$ cat src/rtl/vnf_pkg.sv
// Shared types, codes and step tables for the voxel neighbourhood filter.
// No dependencies; every other file but vnf_ram imports this package.
package vnf_pkg;

	localparam int CW     = 6;   // coordinate field width
	localparam int NW     = 7;   // neighbour coordinate / extent width
	localparam int SW     = 7;   // size register width
	localparam int MW     = 3;   // filter mode width
	localparam int CODEW  = 8;   // corner code width
	localparam int STEPS  = 8;   // most reads for one query
	localparam int STW    = 3;   // step counter width
	localparam int IXW    = 3;   // config index width
	localparam int QDEPTH = 2;   // front to back queue depth
	localparam int QAW    = 1;

	localparam logic [SW-1:0] SIZE_RESET = 7'd64;

	localparam logic [IXW-1:0] REG_SIZE_I      = 3'd0;
	localparam logic [IXW-1:0] REG_SIZE_J      = 3'd1;
	localparam logic [IXW-1:0] REG_SIZE_K      = 3'd2;
	localparam logic [IXW-1:0] REG_FILTER_MODE = 3'd3;

	localparam logic [MW-1:0] MODE_COPY   = 3'd0;
	localparam logic [MW-1:0] MODE_EDGE   = 3'd1;
	localparam logic [MW-1:0] MODE_WIRE   = 3'd2;
	localparam logic [MW-1:0] MODE_HOLLOW = 3'd3;
	localparam logic [MW-1:0] MODE_JLINE  = 3'd4;
	localparam logic [MW-1:0] MODE_CORNER = 3'd5;
	localparam logic [MW-1:0] MODE_SOLID  = 3'd6;

	localparam logic CMD_WRITE = 1'b0;

	typedef enum logic [3:0] {
		OP_WRITE,
		OP_OOR,
		OP_COPY,
		OP_EDGE,
		OP_WIRE,
		OP_HOLLOW,
		OP_JLINE,
		OP_CORNER,
		OP_SOLID
	} op_t;

	typedef enum logic [1:0] {
		D_ZERO,
		D_MINUS,
		D_PLUS
	} delta_t;

	typedef struct packed {
		delta_t di;
		delta_t dj;
		delta_t dk;
	} offs_t;

	typedef struct packed {
		op_t           op;
		logic [CW-1:0] ci;
		logic [CW-1:0] cj;
		logic [CW-1:0] ck;
		logic          wbit;
	} item_t;

	typedef struct packed {
		logic [NW-1:0] ei;
		logic [NW-1:0] ej;
		logic [NW-1:0] ek;
	} ext_t;

	typedef enum logic [1:0] {
		B_IDLE,
		B_READ,
		B_WAIT,
		B_FIN
	} bstate_t;

	// index of the final read step for each operation
	function automatic logic [STW-1:0] last_step(op_t op);
		logic [STW-1:0] n;
		n = '0;
		case (op)
			OP_EDGE, OP_CORNER: n = 3'd7;
			OP_WIRE, OP_HOLLOW: n = 3'd6;
			OP_JLINE:           n = 3'd2;
			default:            n = '0;
		endcase
		return n;
	endfunction

	// step 0 is always the voxel itself
	function automatic offs_t step_offs(op_t op, logic [STW-1:0] s);
		offs_t o;
		o = '{di: D_ZERO, dj: D_ZERO, dk: D_ZERO};
		case (op)
			OP_EDGE: begin
				o.di = s[0] ? D_MINUS : D_ZERO;
				o.dj = s[1] ? D_MINUS : D_ZERO;
				o.dk = s[2] ? D_MINUS : D_ZERO;
			end
			OP_CORNER: begin
				o.di = s[0] ? D_PLUS : D_ZERO;
				o.dj = s[1] ? D_PLUS : D_ZERO;
				o.dk = s[2] ? D_PLUS : D_ZERO;
			end
			OP_WIRE, OP_HOLLOW: begin
				case (s)
					3'd1:    o.di = D_MINUS;
					3'd2:    o.di = D_PLUS;
					3'd3:    o.dj = D_MINUS;
					3'd4:    o.dj = D_PLUS;
					3'd5:    o.dk = D_MINUS;
					3'd6:    o.dk = D_PLUS;
					default: ;
				endcase
			end
			OP_JLINE: begin
				case (s)
					3'd1:    o.dj = D_MINUS;
					3'd2:    o.dj = D_PLUS;
					default: ;
				endcase
			end
			default: ;
		endcase
		return o;
	endfunction

endpackage

$ cat src/rtl/vnf_queue.sv
// Short FIFO of classified operations between front and back ends.
// Depends on vnf_pkg.
module vnf_queue import vnf_pkg::*; (
	input  logic  clk,
	input  logic  arst_n,
	input  logic  push,
	input  item_t push_item,
	output logic  full,
	input  logic  pop,
	output logic  valid,
	output item_t head
);

	item_t          ent_q [QDEPTH];
	logic [QAW-1:0] wp_q, rp_q;
	logic [QAW:0]   cnt_q;

	assign full  = (cnt_q == (QAW+1)'(QDEPTH));
	assign valid = (cnt_q != '0);
	assign head  = ent_q[rp_q];

	always_ff @(posedge clk or negedge arst_n) begin
		if (!arst_n) begin
			wp_q  <= '0;
			rp_q  <= '0;
			cnt_q <= '0;
		end else begin
			if (push) begin
				wp_q <= (wp_q == QAW'(QDEPTH-1)) ? '0 : wp_q + 1'b1;
			end
			if (pop) begin
				rp_q <= (rp_q == QAW'(QDEPTH-1)) ? '0 : rp_q + 1'b1;
			end
			case ({push, pop})
				2'b10:   cnt_q <= cnt_q + 1'b1;
				2'b01:   cnt_q <= cnt_q - 1'b1;
				default: ;
			endcase
		end
	end

	always_ff @(posedge clk) begin
		if (push) begin
			ent_q[wp_q] <= push_item;
		end
	end

endmodule

$ cat config.mk
export PLATFORM = sky130hd
export DESIGN_NAME = vnf_queue
export DESIGN_NICKNAME = d
export VERILOG_FILES = /design/src/rtl/vnf_pkg.sv /design/src/rtl/vnf_queue.sv
export SDC_FILE = /design/constraint.sdc
export NUM_CORES = 1
export LEC_CHECK = 0
export BUFFER_PORTS_ARGS = -buffer_cell sky130_fd_sc_hd__clkbuf_2
export CORE_MARGIN = 10
export CORE_UTILIZATION = 55
export CTS_CLUSTER_SIZE = 40
export DETAILED_ROUTE_END_ITERATION = 10
export GPL_TIMING_DRIVEN = 0
export PLACE_DENSITY = 0.92
export RECOVER_POWER = 50
export SYNTH_ARGS = -nofsm -noshare
export SYNTH_HDL_FRONTEND = slang
export SYNTH_SLANG_ARGS = --single-unit
$ cat constraint.sdc
create_clock -name clk -period 2.7 [get_ports clk]
set_clock_uncertainty 0.05 [all_clocks]
set_input_delay 0.135 -clock clk [delete_from_list [all_inputs] [get_ports clk]]
set_output_delay 0.135 -clock clk [all_outputs]
set_load 0.05 [all_outputs]
# Word-level counts from Yosys, hierarchy flattened
# Memories as Yosys holds them, arrays and structs flattened.
# Cells that the tools add are included.
dict set report classes {
  reduce_logical 2
  multipliers 0
  n_addsub 4
  div 0
  n_shift 0
  mux 5
  n_lt_le_gt_ge 0
  bitwise_logic 0
  eq_ne 3
}
# op count
set op_table {}
lappend op_table {{2-bit == test (second input constant)} 2}
lappend op_table {{1-bit 2-to-1 mux} 4}
lappend op_table {{2-bit case mux with 2 select lines} 1}
lappend op_table {{2-bit nonzero test} 2}
lappend op_table {{1-bit adder (second input constant)} 2}
lappend op_table {{2-bit by 1-bit adder with 2-bit output (second input constant)} 1}
lappend op_table {{2-bit by 1-bit == test with 1-bit output (second input constant)} 1}
lappend op_table {{2-bit by 1-bit subtractor with 2-bit output (second input constant)} 1}
dict set report totals {
  latch_bits 0
  ff_bits 4
  wordCells 18
  ram_bits 46
  n_memories 1
  rom_bits 0
}
# name depth word_bits rd rd_ports_with_merged_regs write_ports line
set mem_list {}
lappend mem_list {ent_q 2 23 1 0 1 vnf_queue.sv:14} ;# item_t ent_q [QDEPTH];

# Depth between registers and ports, before layout
dict set report depth {
  word_depth 2
  depth_mapped 5
}

# Least setup slack after synthesis
# Ideal clock, no wire load.
dict set report synth_timing {
  kind {register -> register}
  from {register wp_q}
  to {memory ent_q[0][0] (netlist bit) (enable)}
  period_less_slack_ps 1840
  path_stages_with_launch 2
  n_path_buf 0
  slack_ps 860
  arrival_ps 1387
  setup_ps 403
  required_ps 2247
  cell_sequence {dfrtp_1 > nor2_1}
}
# item line
set synth_rtl {}
lappend synth_rtl {{from (decl)} vnf_queue.sv:15} ;# logic [QAW-1:0] wp_q, rp_q;
lappend synth_rtl {{from (signal assigned)} vnf_queue.sv:29} ;# wp_q <= (wp_q == QAW'(QDEPTH-1)) ? '0 : wp_q + 1'b1;
lappend synth_rtl {{to (decl)} vnf_queue.sv:14}
# No word-level cell before the write port.

==> flow_summary.html <==
<table>
<tr><th>Metric</th><th>Value</th></tr>
<tr><th colspan="2">Route</th></tr>
<tr><td>Starting DRC count in detailed routing</td><td>52</td></tr>
<tr><td>Post-route ant nets</td><td>0</td></tr>
<tr><td>Total number of vias</td><td>1073</td></tr>
<tr><td>Average wire per cell in the routed design</td><td>16.7 µm</td></tr>
<tr><td>Number of DRC violations after detailed routing</td><td>0</td></tr>
<tr><td>Wirelength, routed</td><td>3.67 mm</td></tr>
<tr><td>Pre-Repair DR Iteration Count</td><td>4</td></tr>
<tr><td>Via/cell ratio</td><td>4.88</td></tr>
<tr><th colspan="2">Worst setup path</th></tr>
<tr><td>Highest net fanout along the worst path</td><td>10</td></tr>
<tr><td>Launching element type of the critical path</td><td>register</td></tr>
<tr><td>Cell family with most CP delay</td><td>buffers and inverters</td></tr>
<tr><td>Delay of the slowest cell on the worst path</td><td>0.37 ns</td></tr>
<tr><td>Req. time, crit path</td><td>2.52 ns</td></tr>
<tr><td>Internal reg-to-reg setup slack</td><td>0.84 ns</td></tr>
<tr><td>Element type at the critical path end</td><td>output port</td></tr>
<tr><td>Worst Path Arrival</td><td>1.83 ns</td></tr>
<tr><td>Cells along the critical path</td><td>clkbuf_1 &gt; buf_12 &gt; mux2_4 &gt; clkbuf_2</td></tr>
<tr><td>Buf/Inv on CP</td><td>3</td></tr>
<tr><td>Worst-path cell with the longest stage delay</td><td>sky130_fd_sc_hd__clkbuf_1</td></tr>
<tr><td>Crit path kind</td><td>reg -&gt; out</td></tr>
<tr><th colspan="2">Clock network</th></tr>
<tr><td>Post-cts sizing count</td><td>0</td></tr>
<tr><td>Clock transition at the register clock pins on the worst setup and hold paths after CTS</td><td>0.12 ns</td></tr>
<tr><td>Total CTS buffers</td><td>5</td></tr>
<tr><td>Clock tree sinks</td><td>50</td></tr>
<tr><td>Source-to-sink clock delay at the later pin of the worst-skew pair</td><td>0.35 ns</td></tr>
<tr><td>Largest buffer count on any clock path</td><td>2</td></tr>
<tr><td>Hold bufs inserted after CTS</td><td>26</td></tr>
<tr><td>Clock root buffer</td><td>sky130_fd_sc_hd__clkbuf_4</td></tr>
<tr><td>TritonCTS clock tree</td><td>built</td></tr>
<tr><td>Buffers inserted by post-CTS timing repair</td><td>0</td></tr>
<tr><td>Count of H-tree levels built during CTS</td><td>2</td></tr>
<tr><th colspan="2">STA</th></tr>
<tr><td>Total negative setup slack</td><td>0 ns</td></tr>
<tr><td>Max-slew violation count</td><td>0</td></tr>
<tr><td>Worst Slack Setup Final</td><td>0.687 ns</td></tr>
<tr><td>Relative slew slack</td><td>25.7%</td></tr>
<tr><td>Transition at the pin with the smallest max-transition slack</td><td>1.11 ns</td></tr>
<tr><td>Final Setup Violations</td><td>0</td></tr>
<tr><td>Final Hold Viols</td><td>0</td></tr>
<tr><td>Setup repair after global routing missed its margin</td><td>no</td></tr>
<tr><td>Worst Hold Margin</td><td>0.0907 ns</td></tr>
<tr><td>Post-route minimum period</td><td>2.01 ns</td></tr>
<tr><td>Final period utilization</td><td>74.6%</td></tr>
<tr><td>Highest attainable clock frequency</td><td>497 MHz</td></tr>
<tr><th colspan="2">Place</th></tr>
<tr><td>Placer Congestion</td><td>0.673</td></tr>
<tr><td>Worst setup timing slack at the placement stage</td><td>0.972 ns</td></tr>
<tr><td>Buffers added on ports</td><td>51</td></tr>
<tr><td>Dpl cell area</td><td>2280 µm²</td></tr>
<tr><td>Hpwl dp</td><td>2.40 mm</td></tr>
<tr><th colspan="2">Yosys</th></tr>
<tr><td>Number of distinct library cells after synthesis</td><td>14</td></tr>
<tr><td>Synth area leaders</td><td>sky130_fd_sc_hd__edfxtp_1 (71%), sky130_fd_sc_hd__mux2_4 (15%), sky130_fd_sc_hd__dfrtp_1 (5.1%)</td></tr>
<tr><td>Yosys warns</td><td>0</td></tr>
<tr><td>Largest area contributor in the synthesized netlist</td><td>sky130_fd_sc_hd__edfxtp_1</td></tr>
<tr><td>Cell area after technology mapping</td><td>1950 µm²</td></tr>
<tr><td>Total of flip-flops plus latches after synthesis</td><td>50</td></tr>
<tr><td>Area fraction of the dominant cell type after synthesis</td><td>70.9%</td></tr>
<tr><td>Average size of a mapped cell</td><td>22.2 µm²</td></tr>
<tr><td>Gate count of the mapped netlist</td><td>88</td></tr>
<tr><td>Syn nets</td><td>116</td></tr>
<tr><td>Share of the yosys chip area belonging to registers</td><td>76.0%</td></tr>
<tr><th colspan="2">Pwr</th></tr>
<tr><td>Leakage component of the power</td><td>1.02 nW</td></tr>
<tr><td>Power Dens Cells</td><td>1110 nW/µm²</td></tr>
<tr><td>Worst voltage drop across the vdd grid</td><td>898 µV</td></tr>
<tr><th colspan="2">Die</th></tr>
<tr><td>Die outline height</td><td>79.5 µm</td></tr>
<tr><td>Effective utilization at floorplan</td><td>57.5%</td></tr>
<tr><td>Placeable Area</td><td>3390 µm²</td></tr>
<tr><td>Die Wd</td><td>79.5 µm</td></tr>
<tr><td>Total Die Area</td><td>6330 µm²</td></tr>
<tr><td>Top-level I/O count</td><td>52</td></tr>
<tr><td>Total number of placement rows</td><td>21</td></tr>
<tr><th colspan="2">Global route</th></tr>
<tr><td>GRT met2 Usage</td><td>22.3%</td></tr>
<tr><td>Grt met3 use</td><td>6.08%</td></tr>
<tr><td>Layer with the highest usage after global routing</td><td>met2</td></tr>
<tr><td>Via count of the first global-routing pass</td><td>1224</td></tr>
<tr><td>Congestion Overflow GR</td><td>0</td></tr>
<tr><td>Met1 Track Usage GR</td><td>11.3%</td></tr>
<tr><td>Total track usage</td><td>12.2%</td></tr>
<tr><td>Antenna violations before repair</td><td>0</td></tr>
<tr><td>Largest net degree at the start of global routing</td><td>24</td></tr>
<tr><td>Global-route wire length before repair</td><td>5.90 mm</td></tr>
<tr><th colspan="2">Outcome</th></tr>
<tr><td>Result of the run</td><td>completed</td></tr>
<tr><th colspan="2">Layout</th></tr>
<tr><td>Most used cells in the layout excluding fill and tap cells</td><td>sky130_fd_sc_hd__edfxtp_1 (46), sky130_fd_sc_hd__clkbuf_2 (31), sky130_fd_sc_hd__dlygate4sd3_1 (26)</td></tr>
<tr><td>Flip-flop and latch area</td><td>1480 µm²</td></tr>
<tr><td>Fill count</td><td>210</td></tr>
<tr><td>Count of inserted antenna diode cells</td><td>0</td></tr>
<tr><td>Most common cell after layout, fill and taps aside</td><td>sky130_fd_sc_hd__edfxtp_1</td></tr>
<tr><td>Fraction of final layout cells sized beyond drive strength 1</td><td>36.8%</td></tr>
<tr><td>Fraction of the core area covered by cells at the end of the flow</td><td>76.1%</td></tr>
<tr><td>Synthesis-to-finish area growth</td><td>32.3%</td></tr>
<tr><td>Total non-filler cell area in the finished layout</td><td>2580 µm²</td></tr>
<tr><td>Total Nets Final</td><td>201</td></tr>
<tr><td>Combined area of the multi-input logic cells</td><td>413 µm²</td></tr>
<tr><th colspan="2">Flow run</th></tr>
<tr><td>Number of max-cap violations</td><td>0</td></tr>
<tr><th colspan="2">Worst hold path</th></tr>
<tr><td>HP Class</td><td>in -&gt; async</td></tr>
</table>
-- power by group --
group / switching (mW) / internal (mW)
combinational: 0.893 / 0.466
sequential: 0.0560 / 1.04
clock: 0.212 / 0.197
-- synth_stat cells (all sizes together) --
master	n
mux2	23
edfxtp	46
nor2b	1
ha	1
buf	3
or2	1
and2	1
inv	1
xor2	3
nor2	2
dfrtp	4
xnor2	2
-- layer usage --
metal | vias up | routed length (µm)
li1 | 502 | -
met3 | 7 | 330
met1 | 526 | 1270
met4 | 0 | 58
met5 | - | 0
met2 | 38 | 2020
-- worst paths after layout --
| check | start | to | cells after the start |
|---|---|---|---|
| worst max-delay path | rp_q | head[17] | 4 |
| worst min-delay path | arst_n | cnt_q[1] | 2 |
| worst max register to register | wp_q | ent_q[0][1] | 2 |
| worst min register to register | cnt_q[1] | cnt_q[1] | 1 |
| max in group asynchronous | arst_n | rp_q | 2 |
| min in group clk | push_item[4] | ent_q[0][4] | 2 |
-- worst register-to-register path, cell delays in order, from the launching register on --
cell                      delay (ns)
sky130_fd_sc_hd__dfrtp_1        0.42
sky130_fd_sc_hd__nor2_1         0.86
sky130_fd_sc_hd__buf_8          0.25
-- cell type report --
type	count	area share, %
Buffer	3	1.70
Clock inverter	1	1.16
Clock buffer	7	1.75
Inverter	1	0.145
Multi-Input combinational cell	34	16.0
Timing Repair Buffer	78	19.6
Sequential cell	50	57.4
Tap cell	46	2.23
-- through the flow --
step,total power [mW],std cells
2_1_floorplan,2.21,88
4_1_cts,2.92,220
5_1_grt,2.99,220
3_5_place_dp,2.48,186
3_3_place_gp,2.43,185
6_report,2.86,220
-- logic make-up after synthesis --
group	count (synthesis)	synth area share, %
buf+inv	4	2.82
mux	23	16.9
fa+ha+maj	1	0.642
flops	50	76.0
simple gates	5	1.35
xor+xnor	5	2.25
-- flip-flops by register name (all words and copies together) (netlist names) --
name / cells
ent_q: 46
rp_q: 1
wp_q: 1
cnt_q: 2
Note: power is estimated with default switching activity, not from simulation.
