<file path="src/rtl/vnf_pkg.sv">
// Shared types, codes and step tables for the voxel neighbourhood filter.
// No dependencies; every other file but vnf_ram imports this package.
package vnf_pkg;

	localparam int CW     = 6;   // coordinate field width
	localparam int NW     = 7;   // neighbour coordinate / extent width
	localparam int SW     = 7;   // size register width
	localparam int MW     = 3;   // filter mode width
	localparam int CODEW  = 8;   // corner code width
	localparam int STEPS  = 8;   // most reads for one query
	localparam int STW    = 3;   // step counter width
	localparam int IXW    = 3;   // config index width
	localparam int QDEPTH = 2;   // front to back queue depth
	localparam int QAW    = 1;

	localparam logic [SW-1:0] SIZE_RESET = 7'd64;

	localparam logic [IXW-1:0] REG_SIZE_I      = 3'd0;
	localparam logic [IXW-1:0] REG_SIZE_J      = 3'd1;
	localparam logic [IXW-1:0] REG_SIZE_K      = 3'd2;
	localparam logic [IXW-1:0] REG_FILTER_MODE = 3'd3;

	localparam logic [MW-1:0] MODE_COPY   = 3'd0;
	localparam logic [MW-1:0] MODE_EDGE   = 3'd1;
	localparam logic [MW-1:0] MODE_WIRE   = 3'd2;
	localparam logic [MW-1:0] MODE_HOLLOW = 3'd3;
	localparam logic [MW-1:0] MODE_JLINE  = 3'd4;
	localparam logic [MW-1:0] MODE_CORNER = 3'd5;
	localparam logic [MW-1:0] MODE_SOLID  = 3'd6;

	localparam logic CMD_WRITE = 1'b0;

	typedef enum logic [3:0] {
		OP_WRITE,
		OP_OOR,
		OP_COPY,
		OP_EDGE,
		OP_WIRE,
		OP_HOLLOW,
		OP_JLINE,
		OP_CORNER,
		OP_SOLID
	} op_t;

	typedef enum logic [1:0] {
		D_ZERO,
		D_MINUS,
		D_PLUS
	} delta_t;

	typedef struct packed {
		delta_t di;
		delta_t dj;
		delta_t dk;
	} offs_t;

	typedef struct packed {
		op_t           op;
		logic [CW-1:0] ci;
		logic [CW-1:0] cj;
		logic [CW-1:0] ck;
		logic          wbit;
	} item_t;

	typedef struct packed {
		logic [NW-1:0] ei;
		logic [NW-1:0] ej;
		logic [NW-1:0] ek;
	} ext_t;

	typedef enum logic [1:0] {
		B_IDLE,
		B_READ,
		B_WAIT,
		B_FIN
	} bstate_t;

	// index of the final read step for each operation
	function automatic logic [STW-1:0] last_step(op_t op);
		logic [STW-1:0] n;
		n = '0;
		case (op)
			OP_EDGE, OP_CORNER: n = 3'd7;
			OP_WIRE, OP_HOLLOW: n = 3'd6;
			OP_JLINE:           n = 3'd2;
			default:            n = '0;
		endcase
		return n;
	endfunction

	// step 0 is always the voxel itself
	function automatic offs_t step_offs(op_t op, logic [STW-1:0] s);
		offs_t o;
		o = '{di: D_ZERO, dj: D_ZERO, dk: D_ZERO};
		case (op)
			OP_EDGE: begin
				o.di = s[0] ? D_MINUS : D_ZERO;
				o.dj = s[1] ? D_MINUS : D_ZERO;
				o.dk = s[2] ? D_MINUS : D_ZERO;
			end
			OP_CORNER: begin
				o.di = s[0] ? D_PLUS : D_ZERO;
				o.dj = s[1] ? D_PLUS : D_ZERO;
				o.dk = s[2] ? D_PLUS : D_ZERO;
			end
			OP_WIRE, OP_HOLLOW: begin
				case (s)
					3'd1:    o.di = D_MINUS;
					3'd2:    o.di = D_PLUS;
					3'd3:    o.dj = D_MINUS;
					3'd4:    o.dj = D_PLUS;
					3'd5:    o.dk = D_MINUS;
					3'd6:    o.dk = D_PLUS;
					default: ;
				endcase
			end
			OP_JLINE: begin
				case (s)
					3'd1:    o.dj = D_MINUS;
					3'd2:    o.dj = D_PLUS;
					default: ;
				endcase
			end
			default: ;
		endcase
		return o;
	endfunction

endpackage

</file>
<file path="src/rtl/vnf_if.sv">
// Valid/ready channel interfaces: input items, results and config writes.
// Depends on vnf_pkg for field widths.
interface vnf_item_if import vnf_pkg::*; ();
	logic          valid;
	logic          ready;
	logic          cmd;
	logic [CW-1:0] coord_i;
	logic [CW-1:0] coord_j;
	logic [CW-1:0] coord_k;
	logic          write_bit;
	logic          block_selected;

	modport source (output valid, cmd, coord_i, coord_j, coord_k, write_bit,
		block_selected, input ready);
	modport sink (input valid, cmd, coord_i, coord_j, coord_k, write_bit,
		block_selected, output ready);
endinterface


interface vnf_cfg_if import vnf_pkg::*; ();
	logic           valid;
	logic           ready;
	logic [IXW-1:0] index;
	logic [SW-1:0]  data;

	modport source (output valid, index, data, input ready);
	modport sink (input valid, index, data, output ready);
endinterface

</file>
<file path="src/rtl/vnf_front.sv">
// Front end: config registers, extent saturation, range check and
// classification of each input beat into an operation for the back end.
// Depends on vnf_pkg and vnf_if.
module vnf_front import vnf_pkg::*; #(
	parameter int MAX_I = 64,
	parameter int MAX_J = 64,
	parameter int MAX_K = 64
) (
	input  logic       clk,
	input  logic       arst_n,
	vnf_item_if.sink   item,
	vnf_cfg_if.sink    cfg,
	input  logic       q_full,
	output logic       push,
	output item_t      push_item,
	output ext_t       ext
);

	logic [SW-1:0] size_i_q, size_j_q, size_k_q;
	logic [MW-1:0] mode_q;
	logic          oor;

	assign cfg.ready = 1'b1;

	always_ff @(posedge clk or negedge arst_n) begin
		if (!arst_n) begin
			size_i_q <= SIZE_RESET;
			size_j_q <= SIZE_RESET;
			size_k_q <= SIZE_RESET;
			mode_q   <= MODE_COPY;
		end else if (cfg.valid && cfg.ready) begin
			case (cfg.index)
				REG_SIZE_I:      size_i_q <= cfg.data;
				REG_SIZE_J:      size_j_q <= cfg.data;
				REG_SIZE_K:      size_k_q <= cfg.data;
				REG_FILTER_MODE: mode_q   <= cfg.data[MW-1:0];
				default: ;
			endcase
		end
	end

	// extent in effect never exceeds the store
	always_comb begin
		ext.ei = (32'(size_i_q) > MAX_I) ? NW'(MAX_I) : size_i_q;
		ext.ej = (32'(size_j_q) > MAX_J) ? NW'(MAX_J) : size_j_q;
		ext.ek = (32'(size_k_q) > MAX_K) ? NW'(MAX_K) : size_k_q;
	end

	assign oor = ({1'b0, item.coord_i} >= ext.ei) || ({1'b0, item.coord_j} >= ext.ej) ||
		({1'b0, item.coord_k} >= ext.ek);

	assign item.ready = !q_full;
	assign push       = item.valid && !q_full;

	always_comb begin
		push_item.ci   = item.coord_i;
		push_item.cj   = item.coord_j;
		push_item.ck   = item.coord_k;
		push_item.wbit = item.write_bit;
		push_item.op   = OP_COPY;
		if (oor) begin
			push_item.op = OP_OOR;
		end else if (item.cmd == CMD_WRITE) begin
			push_item.op = OP_WRITE;
		end else begin
			case (mode_q)
				MODE_EDGE:   push_item.op = item.block_selected ? OP_EDGE : OP_COPY;
				MODE_WIRE:   push_item.op = item.block_selected ? OP_WIRE : OP_COPY;
				MODE_HOLLOW: push_item.op = item.block_selected ? OP_HOLLOW : OP_COPY;
				MODE_JLINE:  push_item.op = OP_JLINE;
				MODE_CORNER: push_item.op = OP_CORNER;
				MODE_SOLID:  push_item.op = OP_SOLID;
				default:     push_item.op = OP_COPY;
			endcase
		end
	end

endmodule

</file>
<file path="src/flat_wrapper.sv">
// flat-port wrapper written by rule: the top's interface ports become plain ports
module vnf_front_flat import vnf_pkg::*;
#(
	parameter int MAX_I = 64,
	parameter int MAX_J = 64,
	parameter int MAX_K = 64
)
  (clk, arst_n, q_full, push, push_item, ext, item_valid, item_cmd, item_coord_i, item_coord_j, item_coord_k, item_write_bit, item_block_selected, item_ready, cfg_valid, cfg_index, cfg_data, cfg_ready);
  vnf_item_if item_i ();
  vnf_cfg_if cfg_i ();
  input  logic clk;
  input  logic arst_n;
  input  logic q_full;
  output logic push;
  output item_t push_item;
  output ext_t ext;
  input wire logic [$bits(item_i.valid)-1:0] item_valid;
  input wire logic [$bits(item_i.cmd)-1:0] item_cmd;
  input wire logic [$bits(item_i.coord_i)-1:0] item_coord_i;
  input wire logic [$bits(item_i.coord_j)-1:0] item_coord_j;
  input wire logic [$bits(item_i.coord_k)-1:0] item_coord_k;
  input wire logic [$bits(item_i.write_bit)-1:0] item_write_bit;
  input wire logic [$bits(item_i.block_selected)-1:0] item_block_selected;
  output wire logic [$bits(item_i.ready)-1:0] item_ready;
  input wire logic [$bits(cfg_i.valid)-1:0] cfg_valid;
  input wire logic [$bits(cfg_i.index)-1:0] cfg_index;
  input wire logic [$bits(cfg_i.data)-1:0] cfg_data;
  output wire logic [$bits(cfg_i.ready)-1:0] cfg_ready;
  assign item_i.valid = item_valid;
  assign item_i.cmd = item_cmd;
  assign item_i.coord_i = item_coord_i;
  assign item_i.coord_j = item_coord_j;
  assign item_i.coord_k = item_coord_k;
  assign item_i.write_bit = item_write_bit;
  assign item_i.block_selected = item_block_selected;
  assign item_ready = item_i.ready;
  assign cfg_i.valid = cfg_valid;
  assign cfg_i.index = cfg_index;
  assign cfg_i.data = cfg_data;
  assign cfg_ready = cfg_i.ready;
  vnf_front #(.MAX_I(MAX_I), .MAX_J(MAX_J), .MAX_K(MAX_K)) u_core (.clk(clk), .arst_n(arst_n), .item(item_i), .cfg(cfg_i), .q_full(q_full), .push(push), .push_item(push_item), .ext(ext));
endmodule
</file>
<file path="config.mk">
export PLATFORM = sky130hd
export DESIGN_NAME = vnf_front_flat
export DESIGN_NICKNAME = d
export VERILOG_FILES = /design/src/rtl/vnf_pkg.sv /design/src/rtl/vnf_if.sv /design/src/rtl/vnf_front.sv /design/src/flat_wrapper.sv
export SDC_FILE = /design/constraint.sdc
export NUM_CORES = 1
export LEC_CHECK = 0
export ABC_AREA = 1
export BUFFER_PORTS_ARGS = -buffer_cell sky130_fd_sc_hd__buf_4
export CELL_PAD_IN_SITES_DETAIL_PLACEMENT = 0
export CELL_PAD_IN_SITES_GLOBAL_PLACEMENT = 1
export CORE_UTILIZATION = 30
export DETAILED_ROUTE_END_ITERATION = 12
export HOLD_SLACK_MARGIN = 0.06
export PLACE_DENSITY = 0.76
export SLEW_MARGIN = 20
export SYNTH_ARGS = -nofsm -noshare
export SYNTH_HDL_FRONTEND = slang
export SYNTH_SLANG_ARGS = --single-unit
</file>
<file path="constraint.sdc">
create_clock -name clk -period 5 [get_ports clk]
set_input_delay 0.75 -clock clk [delete_from_list [all_inputs] [get_ports clk]]
set_output_delay 0.75 -clock clk [all_outputs]
set_load 0.05 [all_outputs]
</file>
* Word level (Yosys, flattened, before mapping) *
Index checks and enable logic that the tools add are counted.

storage, ports and cells
  register bits after elaboration = 24
  input bits = 36
  output and inout bits = 47
  word-level logic and storage cells = 37

cells by class
  order comparisons = 6
  eq/ne operators = 9
  muxes and demuxes = 9
  reduce and logical (&&, ||, !) cells = 9

operators with widths
  kind                                                  count
  case mux 4 bit (6 select lines)                       1
  >= comparator 6 x 7 -> 1 bit                          3
  greater-than comparator 7 bit, second input constant  3
  two-way mux 7 bit                                     3
  == test 3 x 2 -> 1 bit, second input constant         4
  == test 3 bit, second input constant                  3
  two-way mux 4 bit                                     2
  AND reduction 2 bit                                   4
  == test 3 x 1 -> 1 bit, second input constant         2
  two-way mux 3 bit                                     2
  zero test 3 bit                                       1
  logical OR 1 bit                                      2
  logical AND 1 bit                                     1
  zero test 1 bit                                       1
  two-way mux 1 bit                                     1

* Logic depth before layout (Yosys ltp) *
Gate-level depths: netlist of the first run.

  depth after elaboration = 6
  gate-level depth with buffers = 14
  gate-level depth less buffers = 14

* Worst setup path after synthesis of the first run *
Ideal clock, no wire load.

  path kind = reg-to-output
  start = register u_core.size_j_q[2]
  end = output push_item[20] (netlist bit)
  arrival time = 2.966 ns
  required time = 4.250 ns
  slack = 1.284 ns
  cell stages (with the launch flop) = 15
  buffers on the path = 0
  path through = dfrtp_1 nor2_1 nand4_1 nand2_1 inv_1 nor2_1 inv_1 ha_1 inv_1 nor2_2 a21oi_1 nand3_2 nor2_2 nand2_2 nor2_1

RTL lines
  item                    RTL line            source
  from (decl)             vnf_front.sv:19     logic [SW-1:0] size_i_q, size_j_q, size_k_q;
  from (signal assigned)  vnf_front.sv:34     REG_SIZE_J: size_j_q <= cfg.data;
  to (decl)               flat_wrapper.sv:15  output item_t push_item;

==> results.yml, run 1 <==
run_status:
  status: "completed"
synthesis:
  synth_area_um2: 1870
  syn_area_per_cell_um2: 7.03
  yosysSeqAreaShare: 0.323
  synthXorXnorAreaFrac: 0
  synthSimpleGateAreaFrac: 0.251
  synth_fa_ha_area_frac: 0.120
  yosysUniqueCellTypes: 25
  ys_ff_latch: 24
  synthCells: 266
  synth_top_family_by_area: "simple AND/OR/NAND/NOR gates"
  synth_warnings: 0
  synth.area.mux_share: 0
  synth_compound_area_frac: 0.101
  synth_nets: 320
timing:
  tns_ns: 0
  holdWs_ns: 0.371
  fmaxAchievable_mhz: 311
  rsz0062_at_grt: "false"
  hold_viol: 0
  finalCritPeriodShare: 0.643
  fin_ws_ns: 1.78
  finalCriticalPeriod_ns: 3.22
  drv_slew: 0
  fin_worst_skew_ns: 0
  setup-violations-final: 0
setup_path:
  cp_slowest_cell: "dfrtp_1"
  crit_chain: "nor2_1 -> nand4_1 -> nand2_1 -> inv_1 -> nor2_1 -> inv_1 -> ha_1 -> inv_1 -> nor2_2 -> a21oi_1 -> nand3_2 -> nor2_2 -> nand2_2 -> nor2_1 -> buf_4"
  crit_arrival_ns: 2.47
  crit_path_end_kind: "output port"
  cpPeakStageDelay_ns: 0.40
  cp.required_ns: 4.25
  worst_setup_path_start_kind: "flip-flop"
  critPathKind: "reg2out"
  critical_path_peak_fanout: 4
placement:
  port_buffers: 79
  place_ws_ns: 2.06
  dpl_cell_area_um2: 2370
  hpwl_mm: 3.51
  gp_congestion: 0.740
power:
  power.density_nw_per_um2: 362
  pwr-share-seq: 0.307
  clkPwrFrac: 0.146
  p_sw_w: 0.000416
  p_int_w: 0.000461
  power.leakage_nw: 1.39
  ir_drop_uv: 169
  total_power_w: 0.000878
  switching_share: 0.474
  pwr-share-comb: 0.547
routing:
  routed_wirelength_mm: 4.20
  vias_per_cell: 4.30
  vias: 1708
  drtAntennaViolNets: 0
  dr.pass1.iters: 6
  drcViolationCount: 0
  routedWlPerCell_um: 10.6
  drt-initial-drc-count: 65
cells_and_area:
  nets: 377
  drive_gt1_frac: 0.304
  area_growth_pct: 29.6
  diodes: 0
  fin_area_um2: 2420
floorplan:
  core_um2: 5960
  ios: 83
  placementRows: 28
  die_h_um: 81.0
  initial_utilization: 0.314
  fp.dieW_um: 81.0
  fp.dieArea_um2: 6550
run:
  drv_cap: 0
cts:
  clk_pin_slew_ns: 0.08
  cts-htree-levels: 1
  clockRootBuffer: "clkbuf_8"
  tritoncts: "yes"
  cts_made_buffers: 3
  clock_sinks: 24
  post_cts_resized: 0
  clk_latency_ns: 0.26
  hold_buffers: 0
  ctsLongestPathBuffers: 2
  cts_setup_buffers: 0
grt:
  overflow: 0
  grt_pass1_wl_mm: 6.98
  grt_pass1_vias: 1557
  track_usage: 0.136
  grt_max_degree: 25
  antenna_found_initial: 0
worst_hold_path:
  hold_class: "in2async"
-- cell families (layout without fill, tap and decap cells) --
kind of cell | count (synthesis) | count (layout)
and+or+nand+nor | 108 | 108
buffers and inverters | 78 | 134
AOI/OAI and AO/OA | 37 | 37
DFF | 24 | 24
adders and majority gates | 18 | 18
other | 1 | 1
-- cell usage in the layout (no fill, tap or decap), drive strengths merged --
master / n
dfrtp: 21
ha: 18
conb: 1
inv: 51
o21ai: 30
nand3: 5
a21oi: 7
dfstp: 3
nor2: 31
nand3b: 2
nor3: 3
buf: 79
clkbuf: 4
nand4: 5
nand2: 62
-- state kept, by name, indices dropped and copies added, names as in the netlist --
name             flops
u_core.size_k_q      7
u_core.size_i_q      7
u_core.size_j_q      7
u_core.mode_q        3
-- per-stage QoR --
step,std cells,util
after floorplan,266,-
after global placement,393,0.398
after detailed placement,393,0.398
after CTS,397,0.407
after global routing,397,0.407
final,397,0.407
-- synthesized netlist by cell type, drive strengths merged --
cell,count,share of area
o21ai,30,0.080
dfstp,3,0.042
buf,24,0.094
nand3,5,0.019
inv,51,0.10
nand2,62,0.13
clkbuf,3,0.0060
nor2,31,0.072
conb,1,0.0020
nor3,3,0.0080
nand4,5,0.017
ha,18,0.12
nand3b,2,0.010
dfrtp,21,0.28
a21oi,7,0.021
-- worst max-delay path: cells and delay by family, from the launching register on --
family                     cells  cell delay (ns)
DFF                            1             0.40
buffers and inverters          4             0.42
AOI/OAI and AO/OA              1             0.17
adders and majority gates      1             0.29
and+or+nand+nor                9             0.92
-- worst paths after layout --
kind	from	end	slack, ns	cells past startpoint
min	arst_n	u_core.size_i_q[2]	0.37	1
max in group asynchronous	arst_n	u_core.size_i_q[6]	4.34	1
max	u_core.size_j_q[2]	push_item[22]	1.78	15
min reg2reg	u_core.size_k_q[3]	u_core.size_k_q[3]	0.50	2
max reg2reg	u_core.size_j_q[6]	u_core.size_j_q[6]	4.15	2
min in group clk	u_core.size_k_q[3]	u_core.size_k_q[3]	0.50	2
-- area by class of cell --
| cell class | instances | area, um^2 |
|---|---|---|
| timing repair buffer | 79 | 593 |
| inverter | 51 | 191 |
| tap | 75 | 93.8 |
| multi-input combinational | 164 | 887 |
| sequential | 24 | 604 |
| clock buffer | 4 | 55.1 |
| fill | 675 | 3530 |
-- layer usage --
metal  global-route usage  wire length [um]  vias to the layer above
met4               0.0214                13                        0
met2                0.234              2130                       31
met5                    0                 0                        -
met3               0.0281               164                        2
li1                     -                 -                      913
met1                0.177              1890                      762
-- power by group through the flow --
stage	clock network, W	logic (W)	registers (W)
final	0.000128	0.000480	0.000269
after global routing	0.000143	0.000534	0.000276
after CTS	0.000136	0.000487	0.000270
after detailed placement	0	0.000486	0.000273
after global placement	0	0.000481	0.000272
after floorplan	0	0.000368	0.000261
Note: power is estimated with default switching activity, not from simulation.
==> run 2, diff against run 1 <==
--- a/config.mk
+++ b/config.mk
@@ -5,14 +5,14 @@
 export SDC_FILE = /design/constraint.sdc
 export NUM_CORES = 1
 export LEC_CHECK = 0
-export ABC_AREA = 1
+export ABC_AREA = 0
 export BUFFER_PORTS_ARGS = -buffer_cell sky130_fd_sc_hd__buf_4
 export CELL_PAD_IN_SITES_DETAIL_PLACEMENT = 0
 export CELL_PAD_IN_SITES_GLOBAL_PLACEMENT = 1
 export CORE_UTILIZATION = 30
 export DETAILED_ROUTE_END_ITERATION = 12
 export HOLD_SLACK_MARGIN = 0.06
-export PLACE_DENSITY = 0.76
+export PLACE_DENSITY = 0.75
 export SLEW_MARGIN = 20
 export SYNTH_ARGS = -nofsm -noshare
 export SYNTH_HDL_FRONTEND = slang
==> constraint.sdc (replaced) <==
create_clock -name clk -period 2.7 [get_ports clk]
set_input_delay 0.405 -clock clk [delete_from_list [all_inputs] [get_ports clk]]
set_output_delay 0.405 -clock clk [all_outputs]
set_load 0.05 [all_outputs]
==> results.yml, run 2 <==
timing:
  fmaxAchievable_mhz: 367
  fin_ws_ns: -0.0239
  fin_worst_skew_ns: 0
  tns_ns: -0.0239
  finalCritPeriodShare: 1.01
  drv_slew: 0
  slew_headroom: 0.639
  hold_viol: 0
  rsz0062_at_grt: "true"
  finalCriticalPeriod_ns: 2.72
  setup-violations-final: 1
  tightest_slew_ns: 0.539
synthesis:
  netlist.area_leader.share: 0.300
  synth_nets: 223
  synthSimpleGateAreaFrac: 0.162
  synthXorXnorAreaFrac: 0
  synth_top_area_cell: "dfrtp_1"
  yosysSeqAreaShare: 0.345
  async_flop_share: 1.00
  ys_ff_latch: 24
  ys.flop_type: "dfrtp_1"
  syn_area_per_cell_um2: 10.4
  synth_area_um2: 1750
  synth_compound_area_frac: 0.0692
  synthCells: 169
  synth_edf_count: 0
  yosysUniqueCellTypes: 29
  synth_fa_ha_area_frac: 0.128
  synth_top_family_by_area: "simple AND/OR/NAND/NOR gates"
  synth.area.top_cells: "dfrtp_1, mux2_1, ha_1, buf_4, nand2b_1"
  synth.area.mux_share: 0.154
  synth_commonest_cells: "dfrtp_1, mux2_1, buf_4, inv_1"
  synth_warnings: 0
run_status:
  violations: "negative setup slack"
  status: "finished with violations"
setup_path:
  critPathKind: "reg2out"
  crit_path_end_kind: "output port"
  r2r-end: "u_core.size_j_q[6]"
  r2r_cells: 3
  worst_setup_path_start_kind: "flip-flop"
  crit-reg2reg-launch: "u_core.size_j_q[6]"
  crit_arrival_ns: 2.32
  critical_path_peak_fanout: 6
  ff2ff_setup_slack_ns: 1.67
  cp.required_ns: 2.30
placement:
  gp_congestion: 0.713
  place_ws_ns: 0.0559
  dpl.cell_count: 301
  hpwl_mm: 3.30
  port_buffers: 79
worst_hold_path:
  hold_class: "in2reg"
  min-delay-start: "cfg_data[3]"
  holdPathStages: 2
  whs_endpoint: "u_core.size_j_q[3]"
cells_and_area:
  nFillCells: 536
  nets: 299
  area_growth_pct: 60.1
  diodes: 0
  stdcell_count: 316
  layout_common_cells: "buf_4, mux2_1, dfrtp_1"
  final_common_cell: "buf_4"
  fin_util: 0.503
  reg.largest.list: "u_core.size_i_q: 7 flops, u_core.size_j_q: 7 flops, u_core.size_k_q: 7 flops"
  drive_gt1_frac: 0.594
floorplan:
  die_h_um: 78.4
  fp.dieArea_um2: 6150
  initial_utilization: 0.314
  core_um2: 5570
  fp.dieW_um: 78.4
  ios: 83
  placementRows: 27
routing:
  vias_per_cell: 4.56
  dr.pass1.iters: 4
  drt-initial-drc-count: 20
  routed_wirelength_mm: 4.19
  vias: 1441
  drcViolationCount: 0
  routedWlPerCell_um: 13.3
  drtAntennaViolNets: 0
power:
  power.density_nw_per_um2: 692
  ir_drop_uv: 455
  power.leakage_nw: 1.40
  total_power_w: 0.00194
grt:
  grt_max_degree: 25
  overflow: 0
  track_usage: 0.142
  grt_pass1_wl_mm: 6.89
  antenna_found_initial: 0
  grt_pass1_vias: 1491
cts:
  clock_sinks: 24
  ctsLongestPathBuffers: 2
  cts-htree-levels: 1
  clk_pin_slew_ns: 0.08
  tritoncts: "yes"
  clk_latency_ns: 0.26
  clockRootBuffer: "clkbuf_8"
  cts_made_buffers: 3
run:
  drv_cap: 0
==> run 2: changes by cell type after synthesis, sizes merged, moves of 6 or more <==
cell / delta
nand2: -61
nand2b: +18
mux2: +24
nor2: -31
o21ai: -26
inv: -31
nor2b: +6
==> run 2: layer usage <==
layer  vias to the layer above  GRT usage  routed length [um]
li1                        711          -                   -
met1                       688      0.187                1880
met2                        39      0.244                2100
met3                         3     0.0302                 203
met4                         0     0.0167                   8
met5                         -          0                   0
==> run 2: cell type report <==
type                            count  area, um^2  share of cell area
Clock buffer                        4        55.1              0.0196
Timing Repair Buffer               96         747               0.266
Inverter                           20        75.1              0.0267
Multi-Input combinational cell    100        1230               0.440
Sequential cell                    24         604               0.215
Tap cell                           72        90.1              0.0321
==> run 2: logic make-up (layout without fill, tap and decap cells) <==
kind of cell	count (synthesis)	in the layout
buf+inv	45	120
simple gates	40	40
mux	24	24
flops	24	24
fa+ha+maj	18	18
compound gates	17	17
other cells	1	1
==> run 2: worst max path at each step <==
| stage | start | to | slack [ns] | cells past startpoint |
|---|---|---|---|---|
| after floorplan | u_core.size_i_q[6] | push_item[20] | 0.007 | 6 |
| after detailed placement | u_core.size_j_q[6] | push_item[19] | 0.06 | 7 |
| final | u_core.size_k_q[6] | push_item[19] | -0.02 | 7 |
| after CTS | u_core.size_k_q[6] | push_item[19] | -0.05 | 7 |
| after global routing | u_core.size_k_q[6] | push_item[19] | -0.13 | 7 |
| after global placement | u_core.size_j_q[6] | push_item[19] | 0.07 | 7 |
==> run 2: through the flow <==
stage               hold WS, ns  cell area [um^2]
floorplan                 0.109              1820
global placement          0.313              2380
detailed placement        0.317              2380
CTS                       0.380              2650
global route              0.377              2810
finish                    0.381              2810
==> run 2: critical path: stages, from the launching register on <==
cell	delay, ns
dfstp_2	0.62
nand2b_4	0.17
ha_4	0.19
and4b_1	0.21
o21ai_1	0.09
o22ai_2	0.11
or4_4	0.50
buf_8	0.17
==> run 2: what timing repair did <==
item / in CTS / in global routing
pin swaps: 11 / 3
hold buffers: 1 / 0
setup endpoints to repair: 4 / 4
setup buffers: 7 / 3
endpoints found under the hold margin: 21 / 0
gates resized for setup: 25 / 14
==> run 2: report_power, final <==
| part | internal [W] | switching (W) | total, W |
|---|---|---|---|
| Sequential | 0.000447 | 0.0000811 | 0.000528 |
| Combinational | 0.000510 | 0.000665 | 0.00118 |
| Clock | 0.000130 | 0.000107 | 0.000237 |
| Total | 0.00109 | 0.000854 | 0.00194 |
